<file path="config.mk">
export PLATFORM = sky130hd
export DESIGN_NAME = rgba_pixel_blend_unit
export DESIGN_NICKNAME = d
export VERILOG_FILES = /design/src/rtl/core/rpb_pkg.sv /design/src/rtl/core/rpb_front.sv /design/src/rtl/core/rpb_div_stage.sv /design/src/rtl/core/rgba_pixel_blend_unit.sv
export VERILOG_INCLUDE_DIRS = /design/src /design/src/rtl/core
export SDC_FILE = /design/constraint.sdc
export NUM_CORES = 2
export LEC_CHECK = 0
export BUFFER_PORTS_ARGS = -buffer_cell sky130_fd_sc_hd__buf_2
export CAP_MARGIN = 0
export CORE_MARGIN = 2
export CORE_UTILIZATION = 70
export CTS_CLUSTER_SIZE = 14
export DETAILED_ROUTE_END_ITERATION = 10
export MAX_ROUTING_LAYER = met4
export PLACE_DENSITY_LB_ADDON = 0.2
export REMOVE_ABC_BUFFERS = 1
export SETUP_SLACK_MARGIN = 0.3
export SKIP_CTS_REPAIR_TIMING = 1
export SYNTH_ARGS = -nofsm -noshare
export SYNTH_HDL_FRONTEND = slang
export SYNTH_SLANG_ARGS = --single-unit
</file>
<file path="constraint.sdc">
create_clock -name clk -period 16.2 [get_ports clk]
set_clock_uncertainty 0.1 [all_clocks]
set_input_delay 3.24 -clock clk [delete_from_list [all_inputs] [get_ports clk]]
set_output_delay 3.24 -clock clk [all_outputs]
set_load 0.05 [all_outputs]
</file>
<file path="src/rtl/core/rgba_pixel_blend_unit_defines.svh">
// Assertion macros shared by the pixel blender RTL.
`ifndef RGBA_PIXEL_BLEND_UNIT_DEFINES_SVH
`define RGBA_PIXEL_BLEND_UNIT_DEFINES_SVH

// Same-cycle implication, sampled on clk and disabled during rst.
`define RPB_ASSERT_IMP(label, cond, prop, msg) \
  label: assert property (@(posedge clk) disable iff (rst) (cond) |-> (prop)) \
    else $error(msg);

// Implication with a fixed delay set by the dly argument.
`define RPB_ASSERT_DLY(label, cond, dly, prop, msg) \
  label: assert property (@(posedge clk) disable iff (rst) (cond) |-> ##dly (prop)) \
    else $error(msg);

`endif

</file>
<file path="src/rtl/core/rpb_pkg.sv">
// Types, mode codes and divide-by-255 helpers for the pixel blender.
package rpb_pkg;

  localparam logic [2:0] MODE_OVER     = 3'd0;
  localparam logic [2:0] MODE_SET      = 3'd1;
  localparam logic [2:0] MODE_AND      = 3'd2;
  localparam logic [2:0] MODE_MULTIPLY = 3'd3;
  localparam logic [2:0] MODE_SCREEN   = 3'd4;

  localparam logic [7:0] PIX_MAX = 8'd255;

  // Number of divider stages; each one resolves two quotient bits.
  localparam int DIV_STAGES = 4;

  typedef struct packed {
    logic [7:0] src_red;
    logic [7:0] src_green;
    logic [7:0] src_blue;
    logic [7:0] src_alpha;
    logic [7:0] dst_red;
    logic [7:0] dst_green;
    logic [7:0] dst_blue;
    logic [7:0] dst_alpha;
  } pix_in_t;

  typedef struct packed {
    logic [7:0] out_red;
    logic [7:0] out_green;
    logic [7:0] out_blue;
    logic [7:0] out_alpha;
  } pix_out_t;

  // Item state carried through the divider stages.
  typedef struct packed {
    logic             valid;
    logic             byp;
    logic [3:0][7:0]  bpix;
    logic [7:0]       alpha;
    logic [15:0]      dsh;
    logic [2:0][16:0] rem;
    logic [2:0][7:0]  quo;
    logic [2:0]       ovf;
  } div_t;

  // Exact floor(x / 255) for x up to 65025, by reciprocal multiplication.
  function automatic logic [7:0] div255_16(input logic [15:0] x);
    logic [31:0] p;
    p = 32'(x) * 32'd32897;
    return p[30:23];
  endfunction

  // Exact floor(x / 255) for x up to 255 * 64770.
  function automatic logic [15:0] div255_24(input logic [23:0] x);
    logic [47:0] p;
    p = 48'(x) * 48'd8421505;
    return p[46:31];
  endfunction

endpackage

</file>
<file path="src/rtl/core/rpb_front.sv">
// Front pipeline: products, divide by 255, numerators and overflow check.
module rpb_front (
  input  logic             clk,
  input  logic             rst,
  input  logic             in_valid,
  input  rpb_pkg::pix_in_t pix,
  input  logic [2:0]       mode,
  output rpb_pkg::div_t    dout
);

  logic [3:0][7:0] src;
  logic [3:0][7:0] dst;
  logic [7:0]      inv_sa;

  // Stage 1 registers
  logic             s1_valid;
  logic [2:0]       s1_mode;
  logic [3:0][7:0]  s1_src;
  logic [3:0][7:0]  s1_dst;
  logic [15:0]      s1_t;
  logic [2:0][15:0] s1_ssa;
  logic [2:0][15:0] s1_mul;
  logic [2:0][15:0] s1_scr;

  // Stage 2 registers
  logic             s2_valid;
  logic             s2_byp;
  logic [3:0][7:0]  s2_bpix;
  logic [7:0]       s2_oa;
  logic [2:0][15:0] s2_ssa;
  logic [2:0][23:0] s2_dt;

  // Stage 3 registers
  logic             s3_valid;
  logic             s3_byp;
  logic [3:0][7:0]  s3_bpix;
  logic [7:0]       s3_oa;
  logic [2:0][16:0] s3_num;

  logic [7:0]       oa_sum;
  logic [3:0][7:0]  bpix_next;
  logic             byp_next;

  assign src = {pix.src_alpha, pix.src_blue, pix.src_green, pix.src_red};
  assign dst = {pix.dst_alpha, pix.dst_blue, pix.dst_green, pix.dst_red};
  assign inv_sa = rpb_pkg::PIX_MAX - src[3];

  always_ff @(posedge clk) begin
    s1_mode <= mode;
    s1_src  <= src;
    s1_dst  <= dst;
    s1_t    <= 16'(dst[3]) * 16'(inv_sa);
    for (int k = 0; k < 3; k++) begin
      s1_ssa[k] <= 16'(src[k]) * 16'(src[3]);
      s1_mul[k] <= 16'(dst[k]) * 16'(src[k]);
      s1_scr[k] <= 16'(rpb_pkg::PIX_MAX - dst[k]) * 16'(rpb_pkg::PIX_MAX - src[k]);
    end
    if (rst) begin
      s1_valid <= 1'b0;
    end else begin
      s1_valid <= in_valid;
    end
  end

  // Every case except partial-coverage over is settled here.
  always_comb begin
    bpix_next = s1_dst;
    byp_next  = 1'b1;
    unique case (s1_mode)
      rpb_pkg::MODE_OVER: begin
        if (s1_src[3] == 8'd0) begin
          bpix_next = s1_dst;
        end else begin
          bpix_next = s1_src;
          byp_next  = (s1_src[3] == rpb_pkg::PIX_MAX) || (s1_dst[3] == 8'd0);
        end
      end
      rpb_pkg::MODE_SET: begin
        bpix_next = s1_src;
      end
      rpb_pkg::MODE_AND: begin
        bpix_next = s1_src & s1_dst;
      end
      rpb_pkg::MODE_MULTIPLY: begin
        for (int k = 0; k < 3; k++) begin
          bpix_next[k] = rpb_pkg::div255_16(s1_mul[k]);
        end
      end
      rpb_pkg::MODE_SCREEN: begin
        for (int k = 0; k < 3; k++) begin
          bpix_next[k] = rpb_pkg::PIX_MAX - rpb_pkg::div255_16(s1_scr[k]);
        end
      end
      default: begin
        bpix_next = s1_dst;
      end
    endcase
  end

  // The sum never exceeds 255 on the partial-coverage path, the only one that uses it.
  assign oa_sum = s1_src[3] + rpb_pkg::div255_16(s1_t);

  always_ff @(posedge clk) begin
    s2_byp  <= byp_next;
    s2_bpix <= bpix_next;
    s2_oa   <= oa_sum;
    s2_ssa  <= s1_ssa;
    for (int k = 0; k < 3; k++) begin
      s2_dt[k] <= 24'(s1_dst[k]) * 24'(s1_t);
    end
    if (rst) begin
      s2_valid <= 1'b0;
    end else begin
      s2_valid <= s1_valid;
    end
  end

  always_ff @(posedge clk) begin
    s3_byp  <= s2_byp;
    s3_bpix <= s2_bpix;
    s3_oa   <= s2_oa;
    for (int k = 0; k < 3; k++) begin
      s3_num[k] <= 17'(s2_ssa[k]) + 17'(rpb_pkg::div255_24(s2_dt[k]));
    end
    if (rst) begin
      s3_valid <= 1'b0;
    end else begin
      s3_valid <= s2_valid;
    end
  end

  // A quotient of 256 or more clamps to 255; the divider only resolves 8 bits.
  always_ff @(posedge clk) begin
    dout.byp   <= s3_byp;
    dout.bpix  <= s3_bpix;
    dout.alpha <= s3_oa;
    dout.dsh   <= {s3_oa, 8'd0};
    dout.rem   <= s3_num;
    dout.quo   <= '0;
    for (int k = 0; k < 3; k++) begin
      dout.ovf[k] <= s3_num[k] >= {1'b0, s3_oa, 8'd0};
    end
    if (rst) begin
      dout.valid <= 1'b0;
    end else begin
      dout.valid <= s3_valid;
    end
  end

endmodule

</file>
<file path="src/rtl/core/rpb_div_stage.sv">
// One divider stage: two restoring compare-subtract steps on three channels.
module rpb_div_stage (
  input  logic          clk,
  input  logic          rst,
  input  rpb_pkg::div_t din,
  output rpb_pkg::div_t dout
);

  rpb_pkg::div_t nxt;

  always_comb begin
    nxt = din;
    for (int s = 0; s < 2; s++) begin
      nxt.dsh = nxt.dsh >> 1;
      for (int k = 0; k < 3; k++) begin
        if (nxt.rem[k] >= {1'b0, nxt.dsh}) begin
          nxt.rem[k] = nxt.rem[k] - {1'b0, nxt.dsh};
          nxt.quo[k] = {nxt.quo[k][6:0], 1'b1};
        end else begin
          nxt.quo[k] = {nxt.quo[k][6:0], 1'b0};
        end
      end
    end
  end

  always_ff @(posedge clk) begin
    if (rst) begin
      dout <= '0;
    end else begin
      dout <= nxt;
    end
  end

endmodule

</file>
<file path="src/rtl/core/rgba_pixel_blend_unit.sv">
// Top level of the RGBA8 pixel blender: mode register, pipeline and result register.
// One pixel pair is taken every clock cycle (busy stays low) and its blended
// pixel appears on result with done high. Between start and done lie four
// arithmetic stages (products, divide by 255, numerators, overflow check),
// four stages of the color divider that resolves two quotient bits each,
// and the result register. The receiver cannot stall: each result is shown
// for one cycle only and must be taken then. The mode register is written
// through cfg_valid/cfg_ready and is always ready; write it only while no
// item is in flight.
`include "rgba_pixel_blend_unit_defines.svh"
module rgba_pixel_blend_unit (
  input  logic              clk,
  input  logic              rst,
  input  logic              start,
  output logic              busy,
  input  rpb_pkg::pix_in_t  pixels,
  output logic              done,
  output rpb_pkg::pix_out_t result,
  input  logic              cfg_valid,
  output logic              cfg_ready,
  input  logic [2:0]        cfg_data
);

  localparam int LATENCY = rpb_pkg::DIV_STAGES + 5;

  logic             [2:0] blend_mode;
  rpb_pkg::div_t    stg [rpb_pkg::DIV_STAGES + 1];
  rpb_pkg::div_t    last;
  logic [2:0][7:0]  color;

  assign busy      = 1'b0;
  assign cfg_ready = 1'b1;

  always_ff @(posedge clk) begin
    if (rst) begin
      blend_mode <= rpb_pkg::MODE_OVER;
    end else if (cfg_valid && cfg_ready) begin
      blend_mode <= cfg_data;
    end
  end

  rpb_front u_front (
    .clk      (clk),
    .rst      (rst),
    .in_valid (start && !busy),
    .pix      (pixels),
    .mode     (blend_mode),
    .dout     (stg[0])
  );

  for (genvar i = 0; i < rpb_pkg::DIV_STAGES; i++) begin : g_div
    rpb_div_stage u_div (
      .clk  (clk),
      .rst  (rst),
      .din  (stg[i]),
      .dout (stg[i + 1])
    );
  end

  assign last = stg[rpb_pkg::DIV_STAGES];

  always_comb begin
    for (int k = 0; k < 3; k++) begin
      color[k] = last.ovf[k] ? rpb_pkg::PIX_MAX : last.quo[k];
    end
  end

  always_ff @(posedge clk) begin
    if (last.byp) begin
      result <= {last.bpix[0], last.bpix[1], last.bpix[2], last.bpix[3]};
    end else begin
      result <= {color[0], color[1], color[2], last.alpha};
    end
    if (rst) begin
      done <= 1'b0;
    end else begin
      done <= last.valid;
    end
  end

  `RPB_ASSERT_DLY(a_accept_gives_result, start && !busy, LATENCY, done, "accepted item produced no result")
  `RPB_ASSERT_IMP(a_result_has_item, done, $past(start && !busy, LATENCY), "result without an accepted item")
  `RPB_ASSERT_IMP(a_blend_alpha_nonzero, last.valid && !last.byp, last.alpha != 8'd0, "partial blend with zero output alpha")

endmodule
</file>
==> impl_results.md <==
* Post-Route WL at slightly above 200 mm
* Num CTS Buffers at 108
* FILL cells at 8881
* Hold crit path type: flop to flop
* FFs w/ async S/R, synth at 0
* Hold Path End: u_front.dout[126]$_DFF_P_
* R2r worst-path depth at 25
* Initial core utilization at 0.706
* R2R setup slack at between 9 and 10 ns
* Total global-route track usage at 0.330
* Unique masters post-synth at 96
* Cell depth of the worst hold path at 0
* Mapped Area at 88700 um2
* Multi-input logic area at 63400 um2
* Chip Height at ~360 um
* Initial antenna violation count at 15
* GP Congestion at 0.956
* Aggregate global routing overflow at 0
* Core area at between 100000 and 150000 um2
* Post-synth top flop: dfxtp_1
* Vias in the first global route at approximately 69000
* Placed wire-length estimate at 162 mm
* Fin crit period at 7.79 ns
* Crit Path Max Fanout at 25
* # port buffers at 103
* Max clock buf depth at 3
* Final setup vio count at 0
* Element type at the critical path end: flop
* RSZ-0062 raised after global routing: false
* Commonest non-fill, non-tap cell in the layout: ha_1
* Cell Rows at between 100 and 150
* Final ANT Viol Nets at 0
* Yosys warns at 0
* Reg2Reg Capture Point: u_front.s3_num[16]$_DFF_P_
* Sinks on Clock Net at 1008
* First-pass GRT wire length at about 340 mm
* DR iter-0 viols at 4343
* Worst skew pair latency at 0.74 ns
* Req. time, crit path at 16.69 ns
* Post-synthesis sequential area ratio at 0.227
* Share of layout cells above drive strength 1 at 0.0534
* CP Class: primary input to flop
* H-tree depth at 3
* Routed vias/inst at between 5 and 6
* Final Max Tran Viols at 0
* #FFs+latches synth at around 1000
* Largest net degree at the start of global routing at a little over 90
* Post-synth EDFFs at 0
* Worst-margin pin slew at 1.20 ns
* Status: finished clean
* # DRC at 0
* CTS tree: yes
* Cells after Synth at approximately 9500
* Reg-to-reg startpoint: u_front.s2_dt[17]$_DFF_P_
* Tcrit/Tclk final at 0.481
* DIE WIDTH at roughly 360 um
* Syn-to-layout area delta at 6.71%
* Die ar. at 130000 um2
* Via count at 66400
* Max Cap Viol at 0
* Drt wl/cell at 18.6 um
* Hold wc startpoint: u_front.s3_bpix[24]$_DFF_P_
* Rel. slew slack at 0.194
* Ports at 106
* Worst path arrival time at 8.29 ns
* CP startpoint kind: primary input
* Syn_area_per_cell at 9.39 um2
* CTS root buffer: clkbuf_16
* Most frequent cells in the layout: ha_1, inv_1, dfxtp_1
* Fmax at 0.128 GHz
* Sum Neg Setup Slack at 0 ns
* Final hold violation count at 0
* Pre-antenna DRT Iters at 5
* CTS clock-pin slew for the worst setup and hold paths at 0.07 ns
* Layout Nets at 12000
* Register area at 20200 um2
critical path, stage by stage:
cell and delay, ns:
buf_2 0.26, or2_2 0.38, fa_1 0.51, fa_1 0.48, inv_1 0.06, ha_1 0.14, inv_1 0.06, fa_1 0.53
inv_1 0.04, ha_1 0.28, inv_1 0.06, fa_1 0.54, inv_1 0.05, ha_1 0.33, inv_1 0.06, o21bai_1 0.07
a21oi_1 0.24, nor2b_1 0.09, o21a_1 0.20, o31a_1 0.25, o41ai_1 0.32, xnor2_1 0.12
through the flow:
step	hold slack (ns)	instance area, um2	setup WS [ns]	utilization	std cells
detailed placement	0.212	90700	7.71	0.721	11000
CTS	0.200	94600	8.47	0.753	11200
finish	0.203	94700	8.41	0.753	11200
global route	0.198	94700	8.21	0.753	11200
floorplan	0.210	87600	8.30	-	9168
global placement	0.211	90700	7.81	0.721	11000
state kept, by name (all words and copies together), names as in the netlist, 8 cells and up:
signal / cells
u_front.s1_scr: 48
u_front.s3_oa: 8
u_front.s2_oa: 8
u_front.s1_mul: 48
u_front.s2_bpix: 32
u_front.s3_num: 51
u_front.s1_ssa: 48
u_front.dout: 96
g_div.u_div.dout: 393
u_front.s2_dt: 72
result: 32
u_front.s2_ssa: 48
u_front.s3_bpix: 32
u_front.s1_src: 32
u_front.s1_dst: 32
u_front.s1_t: 16
per-layer routing:
metal  vias up  part of all wire  track usage
met5         -                 0            -
met4         0             0.043        0.143
met3       546             0.056       0.0417
met2      1919              0.49        0.567
met1     32100              0.41        0.390
li1      31800                 -            -
how the worst max path moves through the flow:
stage,end,startpoint,cells past startpoint,slack [ns]
after floorplan,u_front.s1_scr[15]$_DFF_P_,pixels[62],21,8.30
after detailed placement,u_front.s1_scr[15]$_DFF_P_,pixels[62],22,7.71
final,u_front.s1_scr[15]$_DFF_P_,pixels[62],22,8.41
after global routing,u_front.s1_scr[15]$_DFF_P_,pixels[62],22,8.21
after CTS,u_front.s1_scr[15]$_DFF_P_,pixels[62],22,8.47
after global placement,u_front.s1_scr[15]$_DFF_P_,pixels[62],22,7.81
kinds of logic after synthesis:
kind of cell | count (synthesis) | synth area share
compound gates | 1441 | 0.105
xor+xnor | 389 | 0.0384
fa+ha+maj | 2472 | 0.406
buf+inv | 1361 | 0.0580
flops | 1008 | 0.227
mux | 75 | 0.00890
other cells | 2 | 0.0000847
simple gates | 2703 | 0.155
area by class of cell:
cell class / instances / share of cell area
antenna: 13 / 0.000344
clock buffer: 131 / 0.0309
clock inverter: 71 / 0.0111
inverter: 1078 / 0.0427
multi-input combinational: 7082 / 0.670
sequential: 1008 / 0.213
tap: 1650 / 0.0218
timing repair buffer: 162 / 0.0102
synthesized netlist by cell type (60+ instances only):
master	n	share of area
dfxtp_1	1008	0.23
inv_1	1078	0.046
ha_1	1790	0.25
nor2_1	603	0.026
or2_2	87	0.0061
and2_1	446	0.031
nand2b_1	80	0.0056
xor2_1	97	0.0096
a21boi_0	60	0.0051
nand2_1	659	0.028
o21ai_0	332	0.019
nand3_1	73	0.0041
nor2b_1	356	0.025
a21oi_1	381	0.021
nand4_1	82	0.0058
o21a_1	95	0.0080
xnor2_1	292	0.029
nor3_1	111	0.0063
fa_1	682	0.15
clkbuf_1	273	0.012
a21o_1	124	0.010
Power is left out: the tool's default activity adds up to more than one toggle a clock period on the data nets, which glitch-free logic cannot reach.
